[src/hdl/whgm_pkg.sv]
// Shared types and constants of the worker heartbeat grace monitor.
package whgm_pkg;

  // Request operation codes.
  typedef enum logic [2:0] {
    OP_BEACON    = 3'd0,
    OP_CHECK     = 3'd1,
    OP_REGISTER  = 3'd2,
    OP_UNREG     = 3'd3,
    OP_ALLOW_ADD = 3'd4,
    OP_ALLOW_REM = 3'd5,
    OP_CLEAR     = 3'd6,
    OP_QUERY     = 3'd7
  } req_op_t;

  // Result event codes.
  typedef enum logic [2:0] {
    EV_NO_CHANGE    = 3'd0,
    EV_CONNECTED    = 3'd1,
    EV_DISCONNECTED = 3'd2,
    EV_REJECTED     = 3'd3,
    EV_TABLE_FULL   = 3'd4,
    EV_DONE_FOUND   = 3'd5,
    EV_NOT_FOUND    = 3'd6,
    EV_CHECK_DONE   = 3'd7
  } event_t;

  // Sequencer states.
  typedef enum logic [2:0] {
    ST_IDLE,
    ST_LOOKUP,
    ST_ACT,
    ST_CHK_RD,
    ST_CHK_EV,
    ST_FIN
  } seq_state_t;

  // Configuration register map.
  localparam int unsigned ADDR_W = 4;
  localparam logic [1:0] REG_GRACE_MS      = 2'd0;
  localparam logic [1:0] REG_USE_ALLOW     = 2'd1;
  localparam logic [1:0] REG_CHECK_ENABLED = 2'd2;

  localparam logic [31:0] GRACE_MS_RESET = 32'd10000;
  localparam logic [63:0] ONE_DAY_MS     = 64'd86400000;

  typedef struct packed {
    logic [31:0] grace_ms;
    logic        permit_check_en;
    logic        check_enabled;
  } cfg_t;

endpackage

[src/hdl/whgm_if.sv]
// Request and result channel interfaces of the heartbeat monitor.
interface whgm_req_if;
  logic        valid;
  logic        ready;
  logic [2:0]  req_type;
  logic [31:0] node_ip;
  logic [15:0] node_port;
  logic [63:0] now_time;
  logic [63:0] beacon_time;
  logic        start_connected;

  modport source (output valid, req_type, node_ip, node_port, now_time, beacon_time,
                  start_connected, input ready);
  modport sink (input valid, req_type, node_ip, node_port, now_time, beacon_time,
                start_connected, output ready);
endinterface

interface whgm_res_if;
  logic        valid;
  logic        ready;
  logic [2:0]  event_res;
  logic [31:0] out_ip;
  logic [15:0] out_port;
  logic        ack_allowed;
  logic [63:0] ack_time;
  logic        node_alive;
  logic        last_result;

  modport source (output valid, event_res, out_ip, out_port, ack_allowed, ack_time,
                  node_alive, last_result, input ready);
  modport sink (input valid, event_res, out_ip, out_port, ack_allowed, ack_time,
                node_alive, last_result, output ready);
endinterface

[src/hdl/whgm_mem.sv]
// Single-port-write, single-port-read synchronous memory with registered read data.
module whgm_mem #(
  parameter int unsigned DEPTH = 16,
  parameter int unsigned WIDTH = 32
) (
  input  logic                                   clk,
  input  logic                                   we,
  input  logic [((DEPTH > 1) ? $clog2(DEPTH) : 1)-1:0] waddr,
  input  logic [WIDTH-1:0]                       wdata,
  input  logic                                   re,
  input  logic [((DEPTH > 1) ? $clog2(DEPTH) : 1)-1:0] raddr,
  output logic [WIDTH-1:0]                       rdata
);

  logic [WIDTH-1:0] mem [DEPTH];

  // Write port.
  always_ff @(posedge clk) begin
    if (we) begin
      mem[waddr] <= wdata;
    end
  end

  // Read port; the data holds until the next read.
  always_ff @(posedge clk) begin
    if (re) begin
      rdata <= mem[raddr];
    end
  end

endmodule

[src/hdl/whgm_regs.sv]
// APB configuration registers of the heartbeat monitor.
module whgm_regs (
  input  logic                      clk,
  input  logic                      rst,
  input  logic                      psel,
  input  logic                      penable,
  input  logic                      pwrite,
  input  logic [whgm_pkg::ADDR_W-1:0] paddr,
  input  logic [31:0]               pwdata,
  output logic [31:0]               prdata,
  output logic                      pready,
  output whgm_pkg::cfg_t            cfg
);
  import whgm_pkg::*;

  logic       wr;
  logic [1:0] idx;

  assign pready = 1'b1;
  assign idx    = paddr[3:2];
  assign wr     = psel && penable && pwrite;

  // Register writes in the access phase.
  always_ff @(posedge clk) begin
    if (rst) begin
      cfg.grace_ms        <= GRACE_MS_RESET;
      cfg.permit_check_en <= 1'b0;
      cfg.check_enabled   <= 1'b0;
    end else if (wr) begin
      unique case (idx)
        REG_GRACE_MS:      cfg.grace_ms        <= pwdata;
        REG_USE_ALLOW:     cfg.permit_check_en <= pwdata[0];
        REG_CHECK_ENABLED: cfg.check_enabled   <= pwdata[0];
        default: ;
      endcase
    end
  end

  // Read mux.
  always_comb begin
    unique case (idx)
      REG_GRACE_MS:      prdata = cfg.grace_ms;
      REG_USE_ALLOW:     prdata = {31'd0, cfg.permit_check_en};
      REG_CHECK_ENABLED: prdata = {31'd0, cfg.check_enabled};
      default:           prdata = 32'd0;
    endcase
  end

endmodule

[src/hdl/worker_heartbeat_grace_monitor.sv]
// Top level of the worker heartbeat grace monitor: sequencer over node and allow-list memories.
// One request is handled at a time. Every request except a check scans the node table and the
// allow list together, one entry per cycle through the read port of each memory, before the
// next request is taken. A check reads each node entry in turn, and the result channel can stall
// an expiry report; a check while checking is disabled reports completion without reading the
// node table. Results wait in an output register, so the next request is taken while the last
// result is still pending.
module worker_heartbeat_grace_monitor #(
  parameter int unsigned NODE_ENTRIES   = 16,
  parameter int unsigned PERMIT_ENTRIES = 16
) (
  input  logic                        clk,
  input  logic                        rst,
  input  logic                        psel,
  input  logic                        penable,
  input  logic                        pwrite,
  input  logic [whgm_pkg::ADDR_W-1:0] paddr,
  input  logic [31:0]                 pwdata,
  output logic [31:0]                 prdata,
  output logic                        pready,
  whgm_req_if.sink                    req,
  whgm_res_if.source                  res
);
  import whgm_pkg::*;

  localparam int unsigned NW       = (NODE_ENTRIES > 1) ? $clog2(NODE_ENTRIES) : 1;
  localparam int unsigned PW       = (PERMIT_ENTRIES > 1) ? $clog2(PERMIT_ENTRIES) : 1;
  localparam int unsigned SCAN_MAX = (NODE_ENTRIES > PERMIT_ENTRIES) ? NODE_ENTRIES
                                                                     : PERMIT_ENTRIES;
  localparam int unsigned CW       = $clog2(SCAN_MAX + 1);
  localparam int unsigned NDW      = 112;
  localparam int unsigned PDW      = 48;

  cfg_t cfg;

  whgm_regs u_regs (
    .clk(clk), .rst(rst), .psel(psel), .penable(penable), .pwrite(pwrite),
    .paddr(paddr), .pwdata(pwdata), .prdata(prdata), .pready(pready), .cfg(cfg)
  );

  // Latched request.
  logic [2:0]  q_type;
  logic [31:0] q_ip;
  logic [15:0] q_port;
  logic [63:0] q_now;
  logic [63:0] q_btime;
  logic        q_start;

  seq_state_t state, state_next;
  logic [CW-1:0] cnt;

  // Valid and alive marks live in flops so reset and clear take effect at once.
  logic [NODE_ENTRIES-1:0]   entry_valid, entry_valid_next;
  logic [NODE_ENTRIES-1:0]   entry_alive, entry_alive_next;
  logic [PERMIT_ENTRIES-1:0] permit_valid, permit_valid_next;

  // Memory ports.
  logic           n_we, n_re, p_we, p_re;
  logic [NW-1:0]  n_waddr, n_raddr;
  logic [PW-1:0]  p_waddr, p_raddr;
  logic [NDW-1:0] n_wdata, n_rdata;
  logic [PDW-1:0] p_wdata, p_rdata;

  whgm_mem #(.DEPTH(NODE_ENTRIES), .WIDTH(NDW)) u_node_mem (
    .clk(clk), .we(n_we), .waddr(n_waddr), .wdata(n_wdata),
    .re(n_re), .raddr(n_raddr), .rdata(n_rdata)
  );

  whgm_mem #(.DEPTH(PERMIT_ENTRIES), .WIDTH(PDW)) u_permit_mem (
    .clk(clk), .we(p_we), .waddr(p_waddr), .wdata(p_wdata),
    .re(p_re), .raddr(p_raddr), .rdata(p_rdata)
  );

  logic [31:0] rd_ip, rp_ip;
  logic [15:0] rd_port, rp_port;
  logic [63:0] rd_last;
  assign {rd_ip, rd_port, rd_last} = n_rdata;
  assign {rp_ip, rp_port}          = p_rdata;

  // Lookup pipeline and its findings.
  logic          ev_vld, ev_node, ev_perm;
  logic [CW-1:0] ev_idx;
  logic [NW-1:0] ev_nidx;
  logic [PW-1:0] ev_pidx;
  logic          hit, nfree, phit, pfree;
  logic [NW-1:0] hit_idx, nfree_idx;
  logic [PW-1:0] phit_idx, pfree_idx;
  logic [63:0]   hit_last;
  logic          issue;

  assign ev_nidx = ev_idx[NW-1:0];
  assign ev_pidx = ev_idx[PW-1:0];

  // Output register.
  logic        out_valid;
  logic [2:0]  out_ev;
  logic [31:0] out_ip_q;
  logic [15:0] out_port_q;
  logic        out_allowed;
  logic [63:0] out_time;
  logic        out_alive;
  logic        out_last;
  logic        out_free;

  logic        emit;
  event_t      e_ev;
  logic [31:0] e_ip;
  logic [15:0] e_port;
  logic        e_allowed;
  logic [63:0] e_time;
  logic        e_alive;
  logic        e_last;
  logic        expire;
  logic        in_day;

  assign out_free  = !out_valid || res.ready;
  assign req.ready = (state == ST_IDLE);
  assign in_day    = (q_now - hit_last) <= ONE_DAY_MS;
  assign expire    = entry_valid[cnt[NW-1:0]] && entry_alive[cnt[NW-1:0]]
                     && ((q_now - rd_last) > {32'd0, cfg.grace_ms});

  // Next state, memory control and result selection.
  always_comb begin
    state_next        = state;
    entry_valid_next  = entry_valid;
    entry_alive_next  = entry_alive;
    permit_valid_next = permit_valid;
    n_we    = 1'b0;
    n_waddr = hit ? hit_idx : nfree_idx;
    n_wdata = {q_ip, q_port, q_now};
    n_re    = 1'b0;
    n_raddr = cnt[NW-1:0];
    p_we    = 1'b0;
    p_waddr = pfree_idx;
    p_wdata = {q_ip, q_port};
    p_re    = 1'b0;
    p_raddr = cnt[PW-1:0];
    issue   = 1'b0;
    emit      = 1'b0;
    e_ev      = EV_NO_CHANGE;
    e_ip      = q_ip;
    e_port    = q_port;
    e_allowed = 1'b0;
    e_time    = 64'd0;
    e_alive   = 1'b0;
    e_last    = 1'b1;
    unique case (state)
      ST_IDLE: begin
        if (req.valid) begin
          if (req_op_t'(req.req_type) == OP_CHECK) begin
            state_next = cfg.check_enabled ? ST_CHK_RD : ST_FIN;
          end else begin
            state_next = ST_LOOKUP;
          end
        end
      end
      ST_LOOKUP: begin
        if (cnt != CW'(SCAN_MAX)) begin
          issue = 1'b1;
          n_re  = cnt < CW'(NODE_ENTRIES);
          p_re  = cnt < CW'(PERMIT_ENTRIES);
        end else if (!ev_vld) begin
          state_next = ST_ACT;
        end
      end
      ST_ACT: begin
        if (out_free) begin
          emit       = 1'b1;
          state_next = ST_IDLE;
          unique case (req_op_t'(q_type))
            OP_BEACON: begin
              e_allowed = 1'b1;
              e_time    = q_btime;
              if (hit) begin
                e_alive = entry_alive[hit_idx];
                if (in_day) begin
                  n_we = 1'b1;
                  entry_alive_next[hit_idx] = 1'b1;
                  e_alive = 1'b1;
                  if (!entry_alive[hit_idx]) begin
                    e_ev = EV_CONNECTED;
                  end
                end
              end else if (cfg.permit_check_en && !phit) begin
                e_ev      = EV_REJECTED;
                e_allowed = 1'b0;
              end else if (!nfree) begin
                e_ev = EV_TABLE_FULL;
              end else begin
                n_we = 1'b1;
                entry_valid_next[nfree_idx] = 1'b1;
                entry_alive_next[nfree_idx] = 1'b1;
                e_ev    = EV_CONNECTED;
                e_alive = 1'b1;
              end
            end
            OP_REGISTER: begin
              if (hit) begin
                e_alive = entry_alive[hit_idx];
              end else if (!nfree) begin
                e_ev = EV_TABLE_FULL;
              end else begin
                n_we = 1'b1;
                entry_valid_next[nfree_idx] = 1'b1;
                entry_alive_next[nfree_idx] = q_start;
                e_ev    = EV_DONE_FOUND;
                e_alive = q_start;
              end
            end
            OP_UNREG: begin
              if (hit) begin
                entry_valid_next[hit_idx] = 1'b0;
                entry_alive_next[hit_idx] = 1'b0;
                e_ev = EV_DONE_FOUND;
              end else begin
                e_ev = EV_NOT_FOUND;
              end
            end
            OP_ALLOW_ADD: begin
              if (phit) begin
                e_ev = EV_NO_CHANGE;
              end else if (!pfree) begin
                e_ev = EV_TABLE_FULL;
              end else begin
                p_we = 1'b1;
                permit_valid_next[pfree_idx] = 1'b1;
                e_ev = EV_DONE_FOUND;
              end
            end
            OP_ALLOW_REM: begin
              if (phit) begin
                permit_valid_next[phit_idx] = 1'b0;
                e_ev = EV_DONE_FOUND;
              end else begin
                e_ev = EV_NOT_FOUND;
              end
            end
            OP_CLEAR: begin
              entry_valid_next = '0;
              entry_alive_next = '0;
              e_ev = EV_DONE_FOUND;
            end
            OP_QUERY: begin
              if (hit) begin
                e_ev    = EV_DONE_FOUND;
                e_alive = entry_alive[hit_idx];
              end else begin
                e_ev = EV_NOT_FOUND;
              end
            end
            OP_CHECK: begin
              e_ev = EV_CHECK_DONE;
            end
          endcase
        end
      end
      ST_CHK_RD: begin
        n_re       = 1'b1;
        state_next = ST_CHK_EV;
      end
      ST_CHK_EV: begin
        e_ip   = rd_ip;
        e_port = rd_port;
        e_ev   = EV_DISCONNECTED;
        e_last = 1'b0;
        if (!expire || out_free) begin
          if (expire) begin
            emit = 1'b1;
            entry_alive_next[cnt[NW-1:0]] = 1'b0;
          end
          state_next = (cnt == CW'(NODE_ENTRIES - 1)) ? ST_FIN : ST_CHK_RD;
        end
      end
      ST_FIN: begin
        e_ev   = EV_CHECK_DONE;
        e_ip   = 32'd0;
        e_port = 16'd0;
        if (out_free) begin
          emit       = 1'b1;
          state_next = ST_IDLE;
        end
      end
    endcase
  end

  // Control registers.
  always_ff @(posedge clk) begin
    if (rst) begin
      state        <= ST_IDLE;
      entry_valid  <= '0;
      entry_alive  <= '0;
      permit_valid <= '0;
      out_valid    <= 1'b0;
      ev_vld       <= 1'b0;
      cnt          <= '0;
    end else begin
      state        <= state_next;
      entry_valid  <= entry_valid_next;
      entry_alive  <= entry_alive_next;
      permit_valid <= permit_valid_next;
      ev_vld       <= issue;
      if (emit) begin
        out_valid <= 1'b1;
      end else if (res.ready) begin
        out_valid <= 1'b0;
      end
      if (state == ST_IDLE) begin
        cnt <= '0;
      end else if (issue || (state == ST_CHK_EV && state_next == ST_CHK_RD)) begin
        cnt <= cnt + CW'(1);
      end
    end
  end

  // Request capture and lookup findings.
  always_ff @(posedge clk) begin
    ev_idx  <= cnt;
    ev_node <= cnt < CW'(NODE_ENTRIES);
    ev_perm <= cnt < CW'(PERMIT_ENTRIES);
    if (req.valid && req.ready) begin
      q_type  <= req.req_type;
      q_ip    <= req.node_ip;
      q_port  <= req.node_port;
      q_now   <= req.now_time;
      q_btime <= req.beacon_time;
      q_start <= req.start_connected;
      hit     <= 1'b0;
      nfree   <= 1'b0;
      phit    <= 1'b0;
      pfree   <= 1'b0;
    end else if (ev_vld) begin
      if (ev_node && entry_valid[ev_nidx] && rd_ip == q_ip && rd_port == q_port && !hit) begin
        hit      <= 1'b1;
        hit_idx  <= ev_nidx;
        hit_last <= rd_last;
      end
      if (ev_node && !entry_valid[ev_nidx] && !nfree) begin
        nfree     <= 1'b1;
        nfree_idx <= ev_nidx;
      end
      if (ev_perm && permit_valid[ev_pidx] && rp_ip == q_ip && rp_port == q_port && !phit) begin
        phit     <= 1'b1;
        phit_idx <= ev_pidx;
      end
      if (ev_perm && !permit_valid[ev_pidx] && !pfree) begin
        pfree     <= 1'b1;
        pfree_idx <= ev_pidx;
      end
    end
  end

  // Result payload register.
  always_ff @(posedge clk) begin
    if (emit) begin
      out_ev      <= e_ev;
      out_ip_q    <= e_ip;
      out_port_q  <= e_port;
      out_allowed <= e_allowed;
      out_time    <= e_time;
      out_alive   <= e_alive;
      out_last    <= e_last;
    end
  end

  assign res.valid       = out_valid;
  assign res.event_res   = out_ev;
  assign res.out_ip      = out_ip_q;
  assign res.out_port    = out_port_q;
  assign res.ack_allowed = out_allowed;
  assign res.ack_time    = out_time;
  assign res.node_alive  = out_alive;
  assign res.last_result = out_last;

  // An alive mark never outlives its entry.
  assert property (@(posedge clk) disable iff (rst) (entry_alive & ~entry_valid) == '0)
    else $error("alive mark set on an invalid node entry");

  // A check never evaluates beyond the node table.
  assert property (@(posedge clk) disable iff (rst)
    (state == ST_CHK_EV) |-> (cnt < CW'(NODE_ENTRIES)))
    else $error("check scan index out of range");

  // Finishing a request always leaves a result in the output register.
  assert property (@(posedge clk) disable iff (rst)
    ((state == ST_ACT || state == ST_FIN) && out_free) |=> res.valid)
    else $error("final result not presented");

  // The lookup pipeline is empty whenever the block waits for a request.
  assert property (@(posedge clk) disable iff (rst) (state == ST_IDLE) |-> !ev_vld)
    else $error("lookup still in flight while idle");

endmodule
[src/flat_wrapper.sv]
// flat-port wrapper written by rule: the top's interface ports become plain ports
module worker_heartbeat_grace_monitor_flat import whgm_pkg::*;
#(
  parameter int unsigned NODE_ENTRIES   = 16,
  parameter int unsigned PERMIT_ENTRIES = 16
)
  (clk, rst, psel, penable, pwrite, paddr, pwdata, prdata, pready, req_valid, req_req_type, req_node_ip, req_node_port, req_now_time, req_beacon_time, req_start_connected, req_ready, res_valid, res_event_res, res_out_ip, res_out_port, res_ack_allowed, res_ack_time, res_node_alive, res_last_result, res_ready);
  whgm_req_if req_i ();
  whgm_res_if res_i ();
  input  logic clk;
  input  logic rst;
  input  logic psel;
  input  logic penable;
  input  logic pwrite;
  input  logic [whgm_pkg::ADDR_W-1:0] paddr;
  input  logic [31:0] pwdata;
  output logic [31:0] prdata;
  output logic pready;
  input wire logic [$bits(req_i.valid)-1:0] req_valid;
  input wire logic [$bits(req_i.req_type)-1:0] req_req_type;
  input wire logic [$bits(req_i.node_ip)-1:0] req_node_ip;
  input wire logic [$bits(req_i.node_port)-1:0] req_node_port;
  input wire logic [$bits(req_i.now_time)-1:0] req_now_time;
  input wire logic [$bits(req_i.beacon_time)-1:0] req_beacon_time;
  input wire logic [$bits(req_i.start_connected)-1:0] req_start_connected;
  output wire logic [$bits(req_i.ready)-1:0] req_ready;
  output wire logic [$bits(res_i.valid)-1:0] res_valid;
  output wire logic [$bits(res_i.event_res)-1:0] res_event_res;
  output wire logic [$bits(res_i.out_ip)-1:0] res_out_ip;
  output wire logic [$bits(res_i.out_port)-1:0] res_out_port;
  output wire logic [$bits(res_i.ack_allowed)-1:0] res_ack_allowed;
  output wire logic [$bits(res_i.ack_time)-1:0] res_ack_time;
  output wire logic [$bits(res_i.node_alive)-1:0] res_node_alive;
  output wire logic [$bits(res_i.last_result)-1:0] res_last_result;
  input wire logic [$bits(res_i.ready)-1:0] res_ready;
  assign req_i.valid = req_valid;
  assign req_i.req_type = req_req_type;
  assign req_i.node_ip = req_node_ip;
  assign req_i.node_port = req_node_port;
  assign req_i.now_time = req_now_time;
  assign req_i.beacon_time = req_beacon_time;
  assign req_i.start_connected = req_start_connected;
  assign req_ready = req_i.ready;
  assign res_valid = res_i.valid;
  assign res_event_res = res_i.event_res;
  assign res_out_ip = res_i.out_ip;
  assign res_out_port = res_i.out_port;
  assign res_ack_allowed = res_i.ack_allowed;
  assign res_ack_time = res_i.ack_time;
  assign res_node_alive = res_i.node_alive;
  assign res_last_result = res_i.last_result;
  assign res_i.ready = res_ready;
  worker_heartbeat_grace_monitor #(.NODE_ENTRIES(NODE_ENTRIES), .PERMIT_ENTRIES(PERMIT_ENTRIES)) u_core (.clk(clk), .rst(rst), .psel(psel), .penable(penable), .pwrite(pwrite), .paddr(paddr), .pwdata(pwdata), .prdata(prdata), .pready(pready), .req(req_i), .res(res_i));
endmodule
[config.mk]
export PLATFORM = sky130hd
export DESIGN_NAME = worker_heartbeat_grace_monitor_flat
export DESIGN_NICKNAME = d
export VERILOG_FILES = /design/src/hdl/whgm_pkg.sv /design/src/hdl/whgm_if.sv /design/src/hdl/whgm_mem.sv /design/src/hdl/whgm_regs.sv /design/src/hdl/worker_heartbeat_grace_monitor.sv /design/src/flat_wrapper.sv
export SDC_FILE = /design/constraint.sdc
export NUM_CORES = 2
export LEC_CHECK = 0
export ABC_CLOCK_PERIOD_IN_PS = 12300
export BUFFER_PORTS_ARGS = -buffer_cell sky130_fd_sc_hd__buf_2
export CORE_MARGIN = 2
export CORE_UTILIZATION = 40
export DETAILED_ROUTE_END_ITERATION = 10
export GPL_TIMING_DRIVEN = 1
export PLACE_DENSITY = 0.56
export SYNTH_ARGS = -nofsm -noshare
export SYNTH_HDL_FRONTEND = slang
export SYNTH_SLANG_ARGS = --single-unit
export TNS_END_PERCENT = 30
[constraint.sdc]
create_clock -name clk -period 12.3 [get_ports clk]
set_clock_uncertainty 0.05 [all_clocks]
set_input_delay 1.23 -clock clk [delete_from_list [all_inputs] [get_ports clk]]
set_output_delay 1.23 -clock clk [all_outputs]
set_load 0.01 [all_outputs]
-- Yosys cells after proc, flatten, opt, wreduce, memory -nomap -nowiden
Memories as Yosys holds them, arrays and structs flattened. A register that Yosys moved wholly into a read port is not among the register bits.
Cells that the tools add are included.
- memories: 2
- bits in registers: 479
- RAM bits: 2560
- bits of input ports: 223
- output and inout port bits: 153
- logic and storage cells: 272
- reductions and logical operators: 61
- muxes and demuxes: 107
- equal/unequal tests: 39
- bitwise gates (word level): 12
- $lt $le $gt $ge: 14
- add/sub/neg operators: 3
- memories (memory ; words ; bits a word ; rd ports ; clocked after Yosys merged registers in ; write ports ; RTL line ; source):
    u_core.u_node_mem.mem ; 16 ; 112 ; 1 ; 1 ; 1 ; whgm_mem.sv:15 ; logic [WIDTH-1:0] mem [DEPTH];
    u_core.u_permit_mem.mem ; 16 ; 48 ; 1 ; 1 ; 1 ; whgm_mem.sv:15 ;
- operator list (operator ; count):
    two-way mux 16 bit ; 18
    case mux 16 bit (4 select lines) ; 2
    subtractor 64 bit ; 2
    case mux 16 bit (2 select lines) ; 3
    case mux 32 bit (3 select lines) ; 1
    bitwise AND 16 bit ; 4
    equality test 32 bit ; 2
    > comparator 64 x 32 -> 1 bit ; 1
    <= comparator 64 x 27 -> 1 bit (second input constant) ; 1
    bitwise OR 16 bit ; 4
    case mux 32 bit (2 select lines) ; 1
    NOT 16 bit ; 3
    two-way mux 1 bit ; 46
    two-way mux 3 bit ; 15
    equality test 16 bit ; 2
    less-than comparator 4 x 5 -> 1 bit (second input constant) ; 6
    logical AND 1 bit ; 24
    case mux 3 bit (7 select lines) ; 1
    binary-select mux 1 bit (select 4 bit) ; 5
    demux 1 bit (select 4 bit) ; 5
    greater-or-equal comparator 4 x 1 -> 1 bit (second input constant) ; 5
    equality test 3 bit (second input constant) ; 6
    bitwise mux 16 bit ; 1
    AND reduction 2 bit ; 8
    33 further kinds ; 70

-- Depth between registers and ports, before layout
- depth after elaboration: 11
- mapped depth: 28
- gate-level depth less buffers: 27

-- Modules after synthesis
From an unflattened synthesis, not the netlist that was laid out.
- cells, all modules: 7300
- area, all modules: 130869.3 um^2
- by module, submodules not included (module ; times used ; area an instance (um^2) ; cells each ; sequential area each (um^2)):
    whgm_mem at u_core.u_node_mem ; 1 ; 70291.2 ; 2864 ; 57174.8
    whgm_mem at u_core.u_permit_mem ; 1 ; 30175.2 ; 1242 ; 24503.5
    worker_heartbeat_grace_monitor ; 1 ; 28630.0 ; 3005 ; 12692.2
    whgm_regs ; 1 ; 1773.0 ; 189 ; 680.7

-- Worst setup path before layout
No wires, ideal clock.
- kind: register -> register
- start: register u_core.q_now[1]
- end: memory u_core.u_node_mem.mem[10][0] in the netlist's numbering (enable)
- data arrival time: 11.348 ns
- library setup time: 0.720 ns
- data required time: 11.530 ns
- stages on the path, launching flop included: 16
- buffers on the path: 1
- path slack: 0.182 ns
- clock period less this slack: 12.118 ns
- path through: edfxtp_1 > ha_1 > nor2b_4 > o21a_2 > nor3_4 > o31a_1 > o211ai_2 > a21o_1 > or3_1 > a2111oi_2 > nand4_1 > nor4_4 > nand3b_2 > a211o_4 > buf_6 > nor3_1
- word-level cells in the longest chain between the ends: 9
- RTL lines (element ; RTL line ; source):
    start, declared ; worker_heartbeat_grace_monitor.sv:45 ; logic [63:0] q_now;
    start signal, assigned ; worker_heartbeat_grace_monitor.sv:324 ; q_now <= req.now_time;
    subtractor 64 bit ; worker_heartbeat_grace_monitor.sv:118 ; assign in_day = (q_now - hit_last) <= ONE_DAY_MS;
    <= comparator 64 x 27 -> 1 bit ; worker_heartbeat_grace_monitor.sv:118 ;
    two-way mux 1 bit ; worker_heartbeat_grace_monitor.sv:176 ; if (in_day) begin
    two-way mux 1 bit ; worker_heartbeat_grace_monitor.sv:174 ; if (hit) begin
    case mux 1 bit (2 select lines) ; worker_heartbeat_grace_monitor.sv:170 ; unique case (req_op_t'(q_type))
    two-way mux 1 bit ; worker_heartbeat_grace_monitor.sv:167 ; if (out_free) begin
    two-way mux 1 bit ; worker_heartbeat_grace_monitor.sv:147 ; unique case (state)
    two-way mux 1 bit ; whgm_mem.sv:19 ; if (we) begin
    two-way mux 1 bit (not written as such) ; whgm_mem.sv:20 ; mem[waddr] <= wdata;
    end, declared ; whgm_mem.sv:15 ;
No other way between the ends.

-- Worst setup path after layout
- start: register u_core.q_now[6]
- end: register u_core.out_time[11] (netlist: u_core.res.ack_time[11]) (enable)
- word-level cells in the longest chain between the ends: 7
- elaborated cells on any way between the ends: 8
- those cells by class: add/sub: 1; order compare: 1; mux: 3; reduce/logical: 3
- RTL lines (element ; RTL line ; source):
    subtractor 64 bit * ; worker_heartbeat_grace_monitor.sv:120 ; && ((q_now - rd_last) > {32'd0, cfg.grace_ms});
    > comparator 64 x 32 -> 1 bit * ; worker_heartbeat_grace_monitor.sv:120 ;
    logical AND 1 bit * ; worker_heartbeat_grace_monitor.sv:120 ;
    zero test 1 bit ; worker_heartbeat_grace_monitor.sv:266 ; if (!expire || out_free) begin
    logical OR 1 bit ; worker_heartbeat_grace_monitor.sv:266 ;
    two-way mux 1 bit * ; worker_heartbeat_grace_monitor.sv:266 ;
    case mux 1 bit (2 select lines) * ; worker_heartbeat_grace_monitor.sv:147 ;
    net u_core.emit ; worker_heartbeat_grace_monitor.sv:105 ; logic emit;
    end signal, assigned ; worker_heartbeat_grace_monitor.sv:359 ; out_time <= e_time;
    end, declared ; worker_heartbeat_grace_monitor.sv:100 ; logic [63:0] out_time;
Mark *: on every way through the listed nets, which the timed path passes. The rest lies on a longest branch.
A chain may end at the register's enable or synchronous reset.

==> metrics.txt <==
outcome finished clean; Synth async-reset ratio 0; clk buf depth 4; Sequential Power Share 0.448; placed cell count between 10000 and 15000; final hold violations 0; hold-fix buffers at CTS 0; Area Overhead vs Synth 14.6%; Global Route Usage Sum 0.220; Post-Synthesis Cells between 6000 and 7000; PnR worst setup slack between 3 and 4 ns; DIE AREA 331000 sq um; Max IR drop VDD 0.239 mV; combinational power share 0.221; Req. time, crit path ~13 ns; Clk Latency, worst-skew pair 0.96 ns; global-route wire length before repair 524000 microns; R2R setup slack between 3 and 4 ns; io pins ~380; post-route ant nets 0; DR iter-0 viols roughly 7000; Yosys reg bits 3199; pwr dens between 200 and 250 nW/um^2; CP Launch Point u_core.q_now[6]$_DFFE_PP_; chip width about 580 microns; critical path class flop to flop; maxcap violations 0; DRT Pass-1 Iters 6; Yosys cell types about 110; CP arrival roughly 9.6 ns; Net Sw Frac 0.300; routed vias/inst 5.77; Layout Nets 7962; startpoint types flop; Worst-path clk slew approximately 0.06 ns; final setup TNS 0 ns; Final Setup Violations 0; Hold WS just under 0.4 ns; non-filler cells in the finished layout 12200; top cell type's share of synthesized area 0.712; die height between 500 and 600 microns; register area share after synthesis 0.727; DRC Markers 0; fin crit period between 9 and 10 ns; Max Slew Vio Count 0; PnR Total Power between 30 and 40 mW; # H-tree levels 5; antenna violations before repair 11; Rel. slew slack 0.209; RSZ-0062 raised after global routing no; Post-CTS Setup Inserts 0; min-delay worst type primary input to flop; synth top area cells edfxtp_1 71%, mux4_2 14%, ha_1 1.6%, dfxtp_1 1.5%, nand2_1 1.2%; GPL Wtd Cong around 0.9; Core ar. 325000 sq um; total number of vias just over 70000; cell taking the most area after synthesis edfxtp_1; Tcrit/Tclk final 0.738; Port-buffer cells between 300 and 400; post-route design area ~150000 sq um; CTS tree done; Net Switching ~9.3 mW; Int Power roughly 22 mW; root buffer cell clkbuf_16; Area after DPL approximately 140000 sq um; post-synth net total roughly 7400; layout cell share with drive strength beyond 1 0.252; f_max 110 MHz; Row Count between 200 and 250; CTS buffer count about 350; pre-CTS setup slack ~3.2 ns; r2r endpoint u_core.res.ack_time[11]$_SDFFCE_PN0P_; drt total wl about 370000 microns; CTS Sinks between 3000 and 4000; P_leak roughly 47 nW; crit-path max FO 60; Setup crit end kind flop; Starting Density 0.402; cell area after synthesis around 130000 sq um; Worst Reg-to-Reg Cells 22; Avg Synthesized Cell Area around 19 sq um; Wirelength per Cell roughly 30 microns; R2R Path Start u_core.q_now[6]$_DFFE_PP_; final core occ 0.461; Post-CTS Resized 0; largest net degree at the start of global routing ~140; Yosys warnings 0; vias in the first global route 71500; HPWL Detailed about 220000 microns; Hold Startpoint req_node_port[9]; total gr overflow 0; Critical Path Sink u_core.res.ack_time[11]$_SDFFCE_PN0P_; number of flops mapped to enable cells by yosys ~3100; Slew @ Worst Pin approximately 1.2 ns; Clk pwr share 0.331; Synth Flop Type edfxtp_1
layout by cell type, fill, tap and decap left out, types with 195 or more instances in the layout:
master | synthesis | final
a21oi_1 | 294 | 293
buf_2 | 30 | 372
buf_4 | 2 | 197
clkbuf_16 | 0 | 349
edfxtp_1 | 3098 | 3098
inv_1 | 200 | 199
mux4_2 | 816 | 816
nand2_1 | 413 | 412
nor2_1 | 209 | 195
o21ai_0 | 230 | 226
worst min path at each step:
stage	slack [ns]	depth (start not counted)	end
floorplan	0.28	0	u_core.ev_idx[2]$_DFF_P_
global placement	0.39	0	u_core.hit_last[32]$_DFFE_PP_
detailed placement	0.39	0	u_core.hit_last[25]$_DFFE_PP_
CTS	0.32	1	u_core.q_port[3]$_DFFE_PP_
global route	0.37	1	u_core.q_port[9]$_DFFE_PP_
finish	0.40	1	u_core.q_port[9]$_DFFE_PP_
Yosys cell counts (38+ instances only):
cell and count:
and2_1 79, buf_1 59, xor2_1 110, a21oi_1 294, mux4_2 816, ha_1 163, dfxtp_1 101, o21a_1 41
nand3_1 63, nand4_1 105, clkbuf_1 229, nor3_1 100, nor4_1 44, nand2_1 413, inv_1 200, a21o_1 38
o21ai_0 230, xnor2_1 64, o211ai_1 42, edfxtp_1 3098, nor2_1 209
sequential cells by signal, indices dropped and copies added, names as in the netlist, 5 cells and up:
name	cells
u_core.res.ack_time	64
u_core.u_permit_mem.rdata	48
u_core.permit_valid	16
u_core.cnt	5
u_core.u_regs.cfg	34
u_core.hit_last	64
u_core.q_ip	32
u_core.q_btime	64
u_core.q_now	64
u_core.res.out_port	16
u_core.res.out_ip	32
u_core.u_node_mem.mem	1792
u_core.q_port	16
u_core.entry_valid	16
u_core.u_permit_mem.mem	768
u_core.u_node_mem.rdata	112
u_core.entry_alive	16
worst max-delay path, cell delays in order (launching register included):
cell and delay, ns:
edfxtp_1 0.74, ha_1 0.44, a21oi_1 0.40, nand2_1 0.12, o21ai_0 0.58, a21boi_0 0.27
a31oi_1 0.45, o21ai_0 0.29, xor2_1 0.22, ha_1 0.33, nand4_1 0.15, or4_1 0.57
o21ai_0 0.35, o211ai_1 0.16, a2111oi_0 0.39, nand4_1 0.18, nor4_1 0.49, and4_1 0.57
nor2_1 0.14, o21ai_0 0.40, a21oi_4 0.34, buf_4 0.45, buf_4 0.50
kinds of logic (layout without fill, tap and decap cells):
logic type	count (synthesis)	count (layout)	synth area share
AND/OR/NAND/NOR	1145	1145	0.0425
buffers and inverters	531	1414	0.0160
multiplexers	837	837	0.142
XOR/XNOR	174	174	0.0117
adder cells (fa/ha/maj)	164	164	0.0158
AO/OA/AOI/OAI	926	926	0.0447
other	1	7	0.0000287
flip-flops	3199	3199	0.727
power by group through the flow:
stage	logic, mW	registers, mW	clock network, mW
3_3_place_gp	6.87	14.0	0
5_1_grt	7.35	13.9	10.8
3_5_place_dp	6.89	14.1	0
6_report	6.82	13.8	10.2
2_1_floorplan	4.13	14.2	0
4_1_cts	6.91	13.9	10.4
area by class of cell:
cell class / count / area [sq um]
Fill cell: 27600 / 175000
Sequential cell: 3199 / 95100
Multi-Input combinational cell: 3247 / 33800
Clock buffer: 430 / 9080
Tap cell: 4325 / 5410
Timing Repair Buffer: 581 / 3580
Clock inverter: 202 / 2070
Inverter: 201 / 762
Antenna cell: 6 / 15.0
routing by layer:
metal	track usage	vias to the layer above	wire length [microns]	part of all wire
met5	0	-	0	0
met4	0.0636	0	10400	0.028
met3	0.0233	474	19200	0.052
met2	0.373	2426	185000	0.50
met1	0.301	37800	156000	0.42
li1	-	29700	-	-
Power figures use the tool's default switching activity.
